<file path="config.mk">
export PLATFORM = sky130hd
export DESIGN_NAME = cyclic_threshold_sequence_timer_unit_flat
export DESIGN_NICKNAME = d
export VERILOG_FILES = /design/src/rtl/core/ctst_pkg.sv /design/src/rtl/core/ctst_if.sv /design/src/rtl/core/ctst_ram.sv /design/src/rtl/core/cyclic_threshold_sequence_timer_unit.sv /design/src/flat_wrapper.sv
export SDC_FILE = /design/constraint.sdc
export NUM_CORES = 1
export LEC_CHECK = 0
export BUFFER_PORTS_ARGS = -buffer_cell sky130_fd_sc_hd__clkbuf_2
export CAP_MARGIN = 20
export CORE_MARGIN = 4
export CORE_UTILIZATION = 50
export DETAILED_ROUTE_END_ITERATION = 8
export GPL_TIMING_DRIVEN = 1
export PLACE_DENSITY = 0.66
export SYNTH_ARGS = -nofsm -noshare
export SYNTH_HDL_FRONTEND = slang
export SYNTH_SLANG_ARGS = --single-unit
</file>
<file path="constraint.sdc">
create_clock -name clk -period 4.3 [get_ports clk]
set_input_delay 0.215 -clock clk [delete_from_list [all_inputs] [get_ports clk]]
set_output_delay 0.215 -clock clk [all_outputs]
set_load 0.05 [all_outputs]
</file>
<file path="src/rtl/core/ctst_pkg.sv">
package ctst_pkg;

    // Default number of entries in the value cycle.
    localparam int MAX_VALUES_DEF = 16;

    // Fixed payload widths.
    localparam int KIND_W = 2;
    localparam int ACC_W  = 8;
    localparam int DATA_W = 8;

    // Item kinds. The fourth code has no meaning and is dropped.
    typedef enum logic [KIND_W-1:0] {
        KIND_TICK = 2'd0,
        KIND_THR  = 2'd1,
        KIND_VAL  = 2'd2
    } kind_t;

    // Sequencer states.
    typedef enum logic [2:0] {
        ST_IDLE,
        ST_RD_THR,
        ST_CMP,
        ST_VAL,
        ST_FIN_RD,
        ST_FIN,
        ST_FLUSH
    } state_t;

endpackage

</file>
<file path="src/rtl/core/ctst_if.sv">
interface ctst_in_if #(
    parameter int MAX_VALUES = ctst_pkg::MAX_VALUES_DEF
);
    localparam int IDX_W = $clog2(MAX_VALUES + 1);

    logic                        valid;
    logic                        ready;
    logic [ctst_pkg::KIND_W-1:0] kind;
    logic [ctst_pkg::ACC_W-1:0]  elapsed_frames;
    logic [IDX_W-1:0]            entry_index;
    logic [ctst_pkg::DATA_W-1:0] entry_data;

    modport source (
        output valid, kind, elapsed_frames, entry_index, entry_data,
        input  ready
    );
    modport sink (
        input  valid, kind, elapsed_frames, entry_index, entry_data,
        output ready
    );
endinterface

interface ctst_out_if;
    logic                        valid;
    logic                        ready;
    logic [ctst_pkg::DATA_W-1:0] tick_value;
    logic                        last_of_run;

    modport source (
        output valid, tick_value, last_of_run,
        input  ready
    );
    modport sink (
        input  valid, tick_value, last_of_run,
        output ready
    );
endinterface

</file>
<file path="src/rtl/core/ctst_ram.sv">
module ctst_ram #(
    parameter int WIDTH = 8,
    parameter int DEPTH = 16
) (
    input  logic                                     clk,
    input  logic                                     we,
    input  logic [((DEPTH > 1) ? $clog2(DEPTH) : 1)-1:0] waddr,
    input  logic [WIDTH-1:0]                         wdata,
    input  logic [((DEPTH > 1) ? $clog2(DEPTH) : 1)-1:0] raddr,
    output logic [WIDTH-1:0]                         rdata
);

    logic [WIDTH-1:0] mem [DEPTH];

    // Single write port, one registered read port.
    always_ff @(posedge clk)
    begin
        if (we)
        begin
            mem[waddr] <= wdata;
        end
        rdata <= mem[raddr];
    end

endmodule

</file>
<file path="src/rtl/core/cyclic_threshold_sequence_timer_unit.sv">
// Cyclic threshold sequence timer.
//
// Input channel in_ch carries one item per beat. A tick item (kind tick)
// adds elapsed_frames to an 8-bit frame accumulator that saturates at 255;
// the block then walks the threshold table from the current target index and
// sends one output beat on out_ch for every threshold reached, carrying the
// value stored for that index. At the final index (the cycle length in the
// count register, clamped to 1..MAX_VALUES) the final threshold is taken off
// the accumulator, the index returns to 1, value entry 0 is sent and the tick
// ends; its last beat has last_of_run set. The count register is written over
// cfg_we/cfg_wdata. A load item writes one table entry at acceptance.
//
// Flow control: in_ch is ready only while the sequencer is idle. A load item
// leaves the sequencer idle; a tick keeps in_ch not ready through one table
// read and one compare per step, a push per value reached, a further read and
// push on the wrap to index 1 and a final flush of the holding register.
// Beats pass a holding register and an output register; when out_ch stalls,
// the sequencer waits at the next push. Reset clears the accumulator, sets the
// target index and the count to 1 and drops any beat in flight; tables keep.
module cyclic_threshold_sequence_timer_unit #(
    parameter int MAX_VALUES = ctst_pkg::MAX_VALUES_DEF
) (
    input  logic              clk,
    input  logic              rst_n,
    ctst_in_if.sink           in_ch,
    ctst_out_if.source        out_ch,
    input  logic              cfg_we,
    input  logic [$clog2(MAX_VALUES + 1)-1:0] cfg_wdata
);

    localparam int IDX_W = $clog2(MAX_VALUES + 1);
    localparam int VA_W  = (MAX_VALUES > 1) ? $clog2(MAX_VALUES) : 1;
    localparam int ACC_W = ctst_pkg::ACC_W;
    localparam int DAT_W = ctst_pkg::DATA_W;

    ctst_pkg::state_t state_reg, state_next;

    logic [ACC_W-1:0] acc_reg, acc_next;
    logic [IDX_W-1:0] target_reg, target_next;
    logic [IDX_W-1:0] count_reg;
    logic             pend_valid_reg, pend_valid_next;
    logic [DAT_W-1:0] pend_value_reg, pend_value_next;
    logic             out_valid_reg, out_valid_next;
    logic [DAT_W-1:0] out_value_reg, out_value_next;
    logic             out_last_reg, out_last_next;

    logic [IDX_W-1:0] fin_idx;
    logic             accept;
    logic             out_free;
    logic             can_push;
    logic [ACC_W:0]   sum;
    logic [ACC_W:0]   diff;
    logic             ge;

    logic             thr_we;
    logic             val_we;
    logic [IDX_W-1:0] thr_raddr;
    logic [VA_W-1:0]  val_raddr;
    logic [DAT_W-1:0] thr_rdata;
    logic [DAT_W-1:0] val_rdata;

    // Final index is the count register clamped to the table range.
    always_comb
    begin
        if (count_reg == '0)
        begin
            fin_idx = IDX_W'(1);
        end
        else if (count_reg > IDX_W'(MAX_VALUES))
        begin
            fin_idx = IDX_W'(MAX_VALUES);
        end
        else
        begin
            fin_idx = count_reg;
        end
    end

    assign in_ch.ready = (state_reg == ctst_pkg::ST_IDLE);
    assign accept      = in_ch.valid && in_ch.ready;

    // A new beat can enter the output register when it is empty or draining.
    assign out_free = !out_valid_reg || out_ch.ready;
    assign can_push = !pend_valid_reg || out_free;

    assign sum = {1'b0, acc_reg} + {1'b0, in_ch.elapsed_frames};

    // Shared compare/subtract unit: accumulator against the threshold just read.
    assign diff = {1'b0, acc_reg} - {1'b0, thr_rdata};
    assign ge   = !diff[ACC_W];

    // Table writes happen only while idle, so they never meet a walk.
    assign thr_we = accept && (in_ch.kind == ctst_pkg::KIND_THR)
                    && (in_ch.entry_index <= IDX_W'(MAX_VALUES));
    assign val_we = accept && (in_ch.kind == ctst_pkg::KIND_VAL)
                    && (in_ch.entry_index < IDX_W'(MAX_VALUES));

    // The wrap step reads the final threshold and value entry 0; addresses
    // are held through the waiting state so the read data stays put.
    always_comb
    begin
        if ((state_reg == ctst_pkg::ST_FIN_RD) || (state_reg == ctst_pkg::ST_FIN))
        begin
            thr_raddr = fin_idx;
            val_raddr = '0;
        end
        else
        begin
            thr_raddr = target_reg;
            val_raddr = target_reg[VA_W-1:0];
        end
    end

    ctst_ram #(
        .WIDTH (DAT_W),
        .DEPTH (MAX_VALUES + 1)
    ) u_thr_ram (
        .clk   (clk),
        .we    (thr_we),
        .waddr (in_ch.entry_index),
        .wdata (in_ch.entry_data),
        .raddr (thr_raddr),
        .rdata (thr_rdata)
    );

    ctst_ram #(
        .WIDTH (DAT_W),
        .DEPTH (MAX_VALUES)
    ) u_val_ram (
        .clk   (clk),
        .we    (val_we),
        .waddr (in_ch.entry_index[VA_W-1:0]),
        .wdata (in_ch.entry_data),
        .raddr (val_raddr),
        .rdata (val_rdata)
    );

    // Next-state logic of the sequencer.
    always_comb
    begin
        state_next = state_reg;
        case (state_reg)
            ctst_pkg::ST_IDLE:
            begin
                if (accept && (in_ch.kind == ctst_pkg::KIND_TICK))
                begin
                    state_next = ctst_pkg::ST_RD_THR;
                end
            end
            ctst_pkg::ST_RD_THR:
            begin
                state_next = ctst_pkg::ST_CMP;
            end
            ctst_pkg::ST_CMP:
            begin
                if (!ge)
                begin
                    state_next = ctst_pkg::ST_FLUSH;
                end
                else if (target_reg >= fin_idx)
                begin
                    state_next = ctst_pkg::ST_FIN_RD;
                end
                else
                begin
                    state_next = ctst_pkg::ST_VAL;
                end
            end
            ctst_pkg::ST_VAL:
            begin
                if (can_push)
                begin
                    state_next = ctst_pkg::ST_RD_THR;
                end
            end
            ctst_pkg::ST_FIN_RD:
            begin
                state_next = ctst_pkg::ST_FIN;
            end
            ctst_pkg::ST_FIN:
            begin
                if (can_push)
                begin
                    state_next = ctst_pkg::ST_FLUSH;
                end
            end
            ctst_pkg::ST_FLUSH:
            begin
                if (can_push)
                begin
                    state_next = ctst_pkg::ST_IDLE;
                end
            end
            default:
            begin
                state_next = ctst_pkg::ST_IDLE;
            end
        endcase
    end

    // Datapath and output logic. A reached value is parked in the holding
    // register until the walk knows whether another one follows; only then
    // is its last_of_run flag known.
    always_comb
    begin
        acc_next        = acc_reg;
        target_next     = target_reg;
        pend_valid_next = pend_valid_reg;
        pend_value_next = pend_value_reg;
        out_valid_next  = out_valid_reg && !out_ch.ready;
        out_value_next  = out_value_reg;
        out_last_next   = out_last_reg;

        case (state_reg)
            ctst_pkg::ST_IDLE:
            begin
                if (accept && (in_ch.kind == ctst_pkg::KIND_TICK))
                begin
                    acc_next = sum[ACC_W] ? {ACC_W{1'b1}} : sum[ACC_W-1:0];
                end
            end
            ctst_pkg::ST_VAL:
            begin
                if (can_push)
                begin
                    if (pend_valid_reg)
                    begin
                        out_valid_next = 1'b1;
                        out_value_next = pend_value_reg;
                        out_last_next  = 1'b0;
                    end
                    pend_valid_next = 1'b1;
                    pend_value_next = val_rdata;
                    target_next     = target_reg + IDX_W'(1);
                end
            end
            ctst_pkg::ST_FIN:
            begin
                if (can_push)
                begin
                    if (pend_valid_reg)
                    begin
                        out_valid_next = 1'b1;
                        out_value_next = pend_value_reg;
                        out_last_next  = 1'b0;
                    end
                    pend_valid_next = 1'b1;
                    pend_value_next = val_rdata;
                    acc_next        = ge ? diff[ACC_W-1:0] : '0;
                    target_next     = IDX_W'(1);
                end
            end
            ctst_pkg::ST_FLUSH:
            begin
                if (can_push && pend_valid_reg)
                begin
                    out_valid_next  = 1'b1;
                    out_value_next  = pend_value_reg;
                    out_last_next   = 1'b1;
                    pend_valid_next = 1'b0;
                end
            end
            default:
            begin
            end
        endcase
    end

    always_ff @(posedge clk or negedge rst_n)
    begin
        if (!rst_n)
        begin
            state_reg      <= ctst_pkg::ST_IDLE;
            acc_reg        <= '0;
            target_reg     <= IDX_W'(1);
            count_reg      <= IDX_W'(1);
            pend_valid_reg <= 1'b0;
            out_valid_reg  <= 1'b0;
        end
        else
        begin
            state_reg      <= state_next;
            acc_reg        <= acc_next;
            target_reg     <= target_next;
            pend_valid_reg <= pend_valid_next;
            out_valid_reg  <= out_valid_next;
            if (cfg_we)
            begin
                count_reg <= cfg_wdata;
            end
        end
    end

    always_ff @(posedge clk)
    begin
        pend_value_reg <= pend_value_next;
        out_value_reg  <= out_value_next;
        out_last_reg   <= out_last_next;
    end

    assign out_ch.valid       = out_valid_reg;
    assign out_ch.tick_value  = out_value_reg;
    assign out_ch.last_of_run = out_last_reg;

endmodule

</file>
<file path="src/flat_wrapper.sv">
// flat-port wrapper written by rule: the top's interface ports become plain ports
module cyclic_threshold_sequence_timer_unit_flat 
#(
    parameter int MAX_VALUES = ctst_pkg::MAX_VALUES_DEF
)
  (clk, rst_n, cfg_we, cfg_wdata, in_ch_valid, in_ch_kind, in_ch_elapsed_frames, in_ch_entry_index, in_ch_entry_data, in_ch_ready, out_ch_valid, out_ch_tick_value, out_ch_last_of_run, out_ch_ready);
  ctst_in_if #(.MAX_VALUES(MAX_VALUES)) in_ch_i ();
  ctst_out_if out_ch_i ();
  input  logic clk;
  input  logic rst_n;
  input  logic cfg_we;
  input  logic [$clog2(MAX_VALUES + 1)-1:0] cfg_wdata;
  input wire logic [$bits(in_ch_i.valid)-1:0] in_ch_valid;
  input wire logic [$bits(in_ch_i.kind)-1:0] in_ch_kind;
  input wire logic [$bits(in_ch_i.elapsed_frames)-1:0] in_ch_elapsed_frames;
  input wire logic [$bits(in_ch_i.entry_index)-1:0] in_ch_entry_index;
  input wire logic [$bits(in_ch_i.entry_data)-1:0] in_ch_entry_data;
  output wire logic [$bits(in_ch_i.ready)-1:0] in_ch_ready;
  output wire logic [$bits(out_ch_i.valid)-1:0] out_ch_valid;
  output wire logic [$bits(out_ch_i.tick_value)-1:0] out_ch_tick_value;
  output wire logic [$bits(out_ch_i.last_of_run)-1:0] out_ch_last_of_run;
  input wire logic [$bits(out_ch_i.ready)-1:0] out_ch_ready;
  assign in_ch_i.valid = in_ch_valid;
  assign in_ch_i.kind = in_ch_kind;
  assign in_ch_i.elapsed_frames = in_ch_elapsed_frames;
  assign in_ch_i.entry_index = in_ch_entry_index;
  assign in_ch_i.entry_data = in_ch_entry_data;
  assign in_ch_ready = in_ch_i.ready;
  assign out_ch_valid = out_ch_i.valid;
  assign out_ch_tick_value = out_ch_i.tick_value;
  assign out_ch_last_of_run = out_ch_i.last_of_run;
  assign out_ch_i.ready = out_ch_ready;
  cyclic_threshold_sequence_timer_unit #(.MAX_VALUES(MAX_VALUES)) u_core (.clk(clk), .rst_n(rst_n), .in_ch(in_ch_i), .out_ch(out_ch_i), .cfg_we(cfg_we), .cfg_wdata(cfg_wdata));
endmodule
</file>
==> qor.txt <==
Die width - 171 um
Sink Count - 320
Met2 global-route usage - 29.8%
Final WL - 27800 um
Power per Cell Area - 663 nW/um2
Inserted Clock Buffers - 34
Post-Syn Nets - 868
Diode count - 0
Post-synth EDFFs - 281
Largest net degree at the start of global routing - 48
DR WL/cell - 22.4 um
GPL Wtd Cong - 0.863
Mapped Area - 13300 um2
Fin crit share - 70.5%
Vias after detailed routing - 7233
# fillers - 1977
Area Overhead vs Synth - 13.5%
Startpoint Class - flip-flop
Synth top area cells - edfxtp_1 (64%), mux4_2 (7.6%), dfrtp_1 (4.0%)
YS warnings - 0
DR DRC count - 0
Hold_ws - 0.0231 ns
Kind of critical path - flip-flop to flip-flop
Worst rel slew slack - 33.9%
R2r setup slk - 1.27 ns
Total grt overflow - 0
Tmin final - 3.03 ns
Met3 usage - 3.74%
Die H - 171 um
First-pass GRT wire length - 42600 um
Final HPWL DP - 18200 um
FP Rows - 59
CP max-delay cell - or4b_4
P_leak - 5.35 nW
Max Clock Skew - 0.0189 ns
Hold Fails Final Rpt - 0
Place WS - 1.26 ns
Psw - 3.21 mW
I/O pin cnt - 44
Crit-path cells - or4b_4 -> nor3b_1 -> nand3_1 -> nor2_1
Fmax achieved - 330 MHz
Leading cell types in the layout, fill and taps excluded - edfxtp_1 (281), nand2_1 (68), nor2_1 (58)
Buf+Inv Stages, Crit Path - 0
Via/cell ratio - 5.83
VDD IR max - 452 uV
Drt first pass iters - 5
Synth area leader - edfxtp_1
Max-Cap Viols - 0
Biggest register - u_core.u_thr_ram.mem
CTS Buffer Depth - 3
Cell at the root of the clock tree - clkbuf_16
Layout Nets - 936
Core ar. - 26100 um2
Grt peak-use layer - met2
Crit Path Max Fanout - 15
Pint - 6.77 mW
Post CTS Setup Buffer Count - 0
Final Worst Setup Slack - 1.27 ns
Post-Synthesis Cells - 811
Final Util - 57.7%
Clk slew on worst S/H paths - 0.06 ns
Htree depth - 2
Worst stage delay on the critical path - 0.67 ns
Final Non-Filler Cells - 1240
Post-synth top area share - 63.6%
Critical Path RT - 4.44 ns
DRT antenna net count - 0
Initial antenna violation count - 2
Post-DP Area - 13800 um2
Leading registers by flop count - u_core.u_thr_ram.mem: 136 flops, u_core.u_val_ram.mem: 128 flops
Gr usage total - 19.3%
Syn avg cell area - 16.3 um2
Initial detailed-routing violation count - 687
Slew @ Worst Pin - 0.992 ns
Fin. max-slew vios - 0
Port buffer count - 43
RSZ-0062 raised after global routing - no
Share of cells above drive strength 1 - 18.3%
Finished layout cell area - 15000 um2
Status - finished, final reports clean
Setup TNS - 0 ns
Synth Flop Type - edfxtp_1
Clock share of power - 30.0%
Clock Latency Late Sink - 0.52 ns
Sequential share of power - 38.9%
Post-Place Cells - 1171
Finish-stage setup viols - 0
Tot Pwr - 9.98 mW
Max FFs per register - 136
Asr flop ratio synth - 7.19%
Leading cell type in the layout, fill and taps excluded - edfxtp_1
Arr. time, crit path - 3.18 ns
Combinational fraction of design power - 31.1%
Seq cells post-synth - 320
Hold/Removal Path Class - input port to flip-flop
Synth unique cells - 65
Switching Fraction - 32.1%
Worst setup EP type - flip-flop
Vias in the first global route - 7196
Initial Util - 50.9%
GRT met1 Usage - 28.5%
Die area - 29200 um2
CTS tree - yes
Sequential fraction of the synthesis area - 70.4%
CP top delay family - simple AND/OR/NAND/NOR gates
## cells by family (layout without fill, tap and decap cells)
family,count (synthesis),count (layout),share of synthesized area (%)
simple gates,196,196,7.02
flops,320,320,70.4
compound gates,111,111,5.79
mux,101,101,11.9
buf+inv,48,142,1.75
xor+xnor,11,11,0.727
fa+ha+maj,24,24,2.38
## layout make-up
class / instances / area, um2 / area share, %
timing repair buffer: 58 / 358 / 2.38
tap: 335 / 419 / 2.79
clock inverter: 22 / 262 / 1.74
inverter: 22 / 82.6 / 0.549
clock buffer: 40 / 895 / 5.95
sequential: 320 / 9340 / 62.1
multi-input combinational: 443 / 3690 / 24.5
## layer usage
metal  part of all wire [%]  vias up
met1                     46     3628
met4                    1.9        4
met5                  0.097        -
li1                       -     3329
met2                     46      228
met3                    6.0       44
## what timing repair did
action / CTS / global route
gates resized for setup: 0 / 0
hold buffers: 7 / 0
endpoints found under the hold margin: 26 / 0
## final timing paths
check,from,end,cells after the start
max,u_core.state_reg[2]$_DFFE_PN0P_,u_core.u_val_ram.mem[7][3]$_DFFE_PP_,4
max in group asynchronous,rst_n,u_core.acc_reg[6]$_DFFE_PN0P_,2
min,out_ch_ready,u_core.out_ch.valid$_DFF_PN0_,3
min reg2reg,u_core.u_val_ram.rdata[3]$_DFF_P_,u_core.pend_value_reg[3]$_DFFE_PP_,0
min in group asynchronous,rst_n,u_core.acc_reg[1]$_DFFE_PN0P_,2
max reg2reg,u_core.state_reg[2]$_DFFE_PN0P_,u_core.u_val_ram.mem[7][3]$_DFFE_PP_,4
## power by group through the flow
stage / Clock [mW] / Sequential (mW) / Combinational [mW]
floorplan: 0 / 3.97 / 2.33
global placement: 0 / 3.94 / 3.09
detailed placement: 0 / 3.95 / 3.10
CTS: 3.04 / 3.88 / 3.13
global route: 3.18 / 3.92 / 3.40
finish: 2.99 / 3.89 / 3.10
## worst min-delay path, stage by stage
cell      delay (ns)
clkbuf_2        0.09
nor2b_1         0.05
nand2b_1        0.13
## synthesized netlist by cell type (9+ instances only)
cell and instances:
a31oi_1 9, dfxtp_1 16, dfrtp_1 21, inv_1 21, nand3_1 13, nor3_1 10
mux2i_1 51, ha_1 22, nand2_1 68, a21oi_1 18, nor2_1 58, o21ai_0 23
edfxtp_1 281, nor2b_1 10, mux4_2 45
Note: power is estimated with default switching activity, not from simulation.
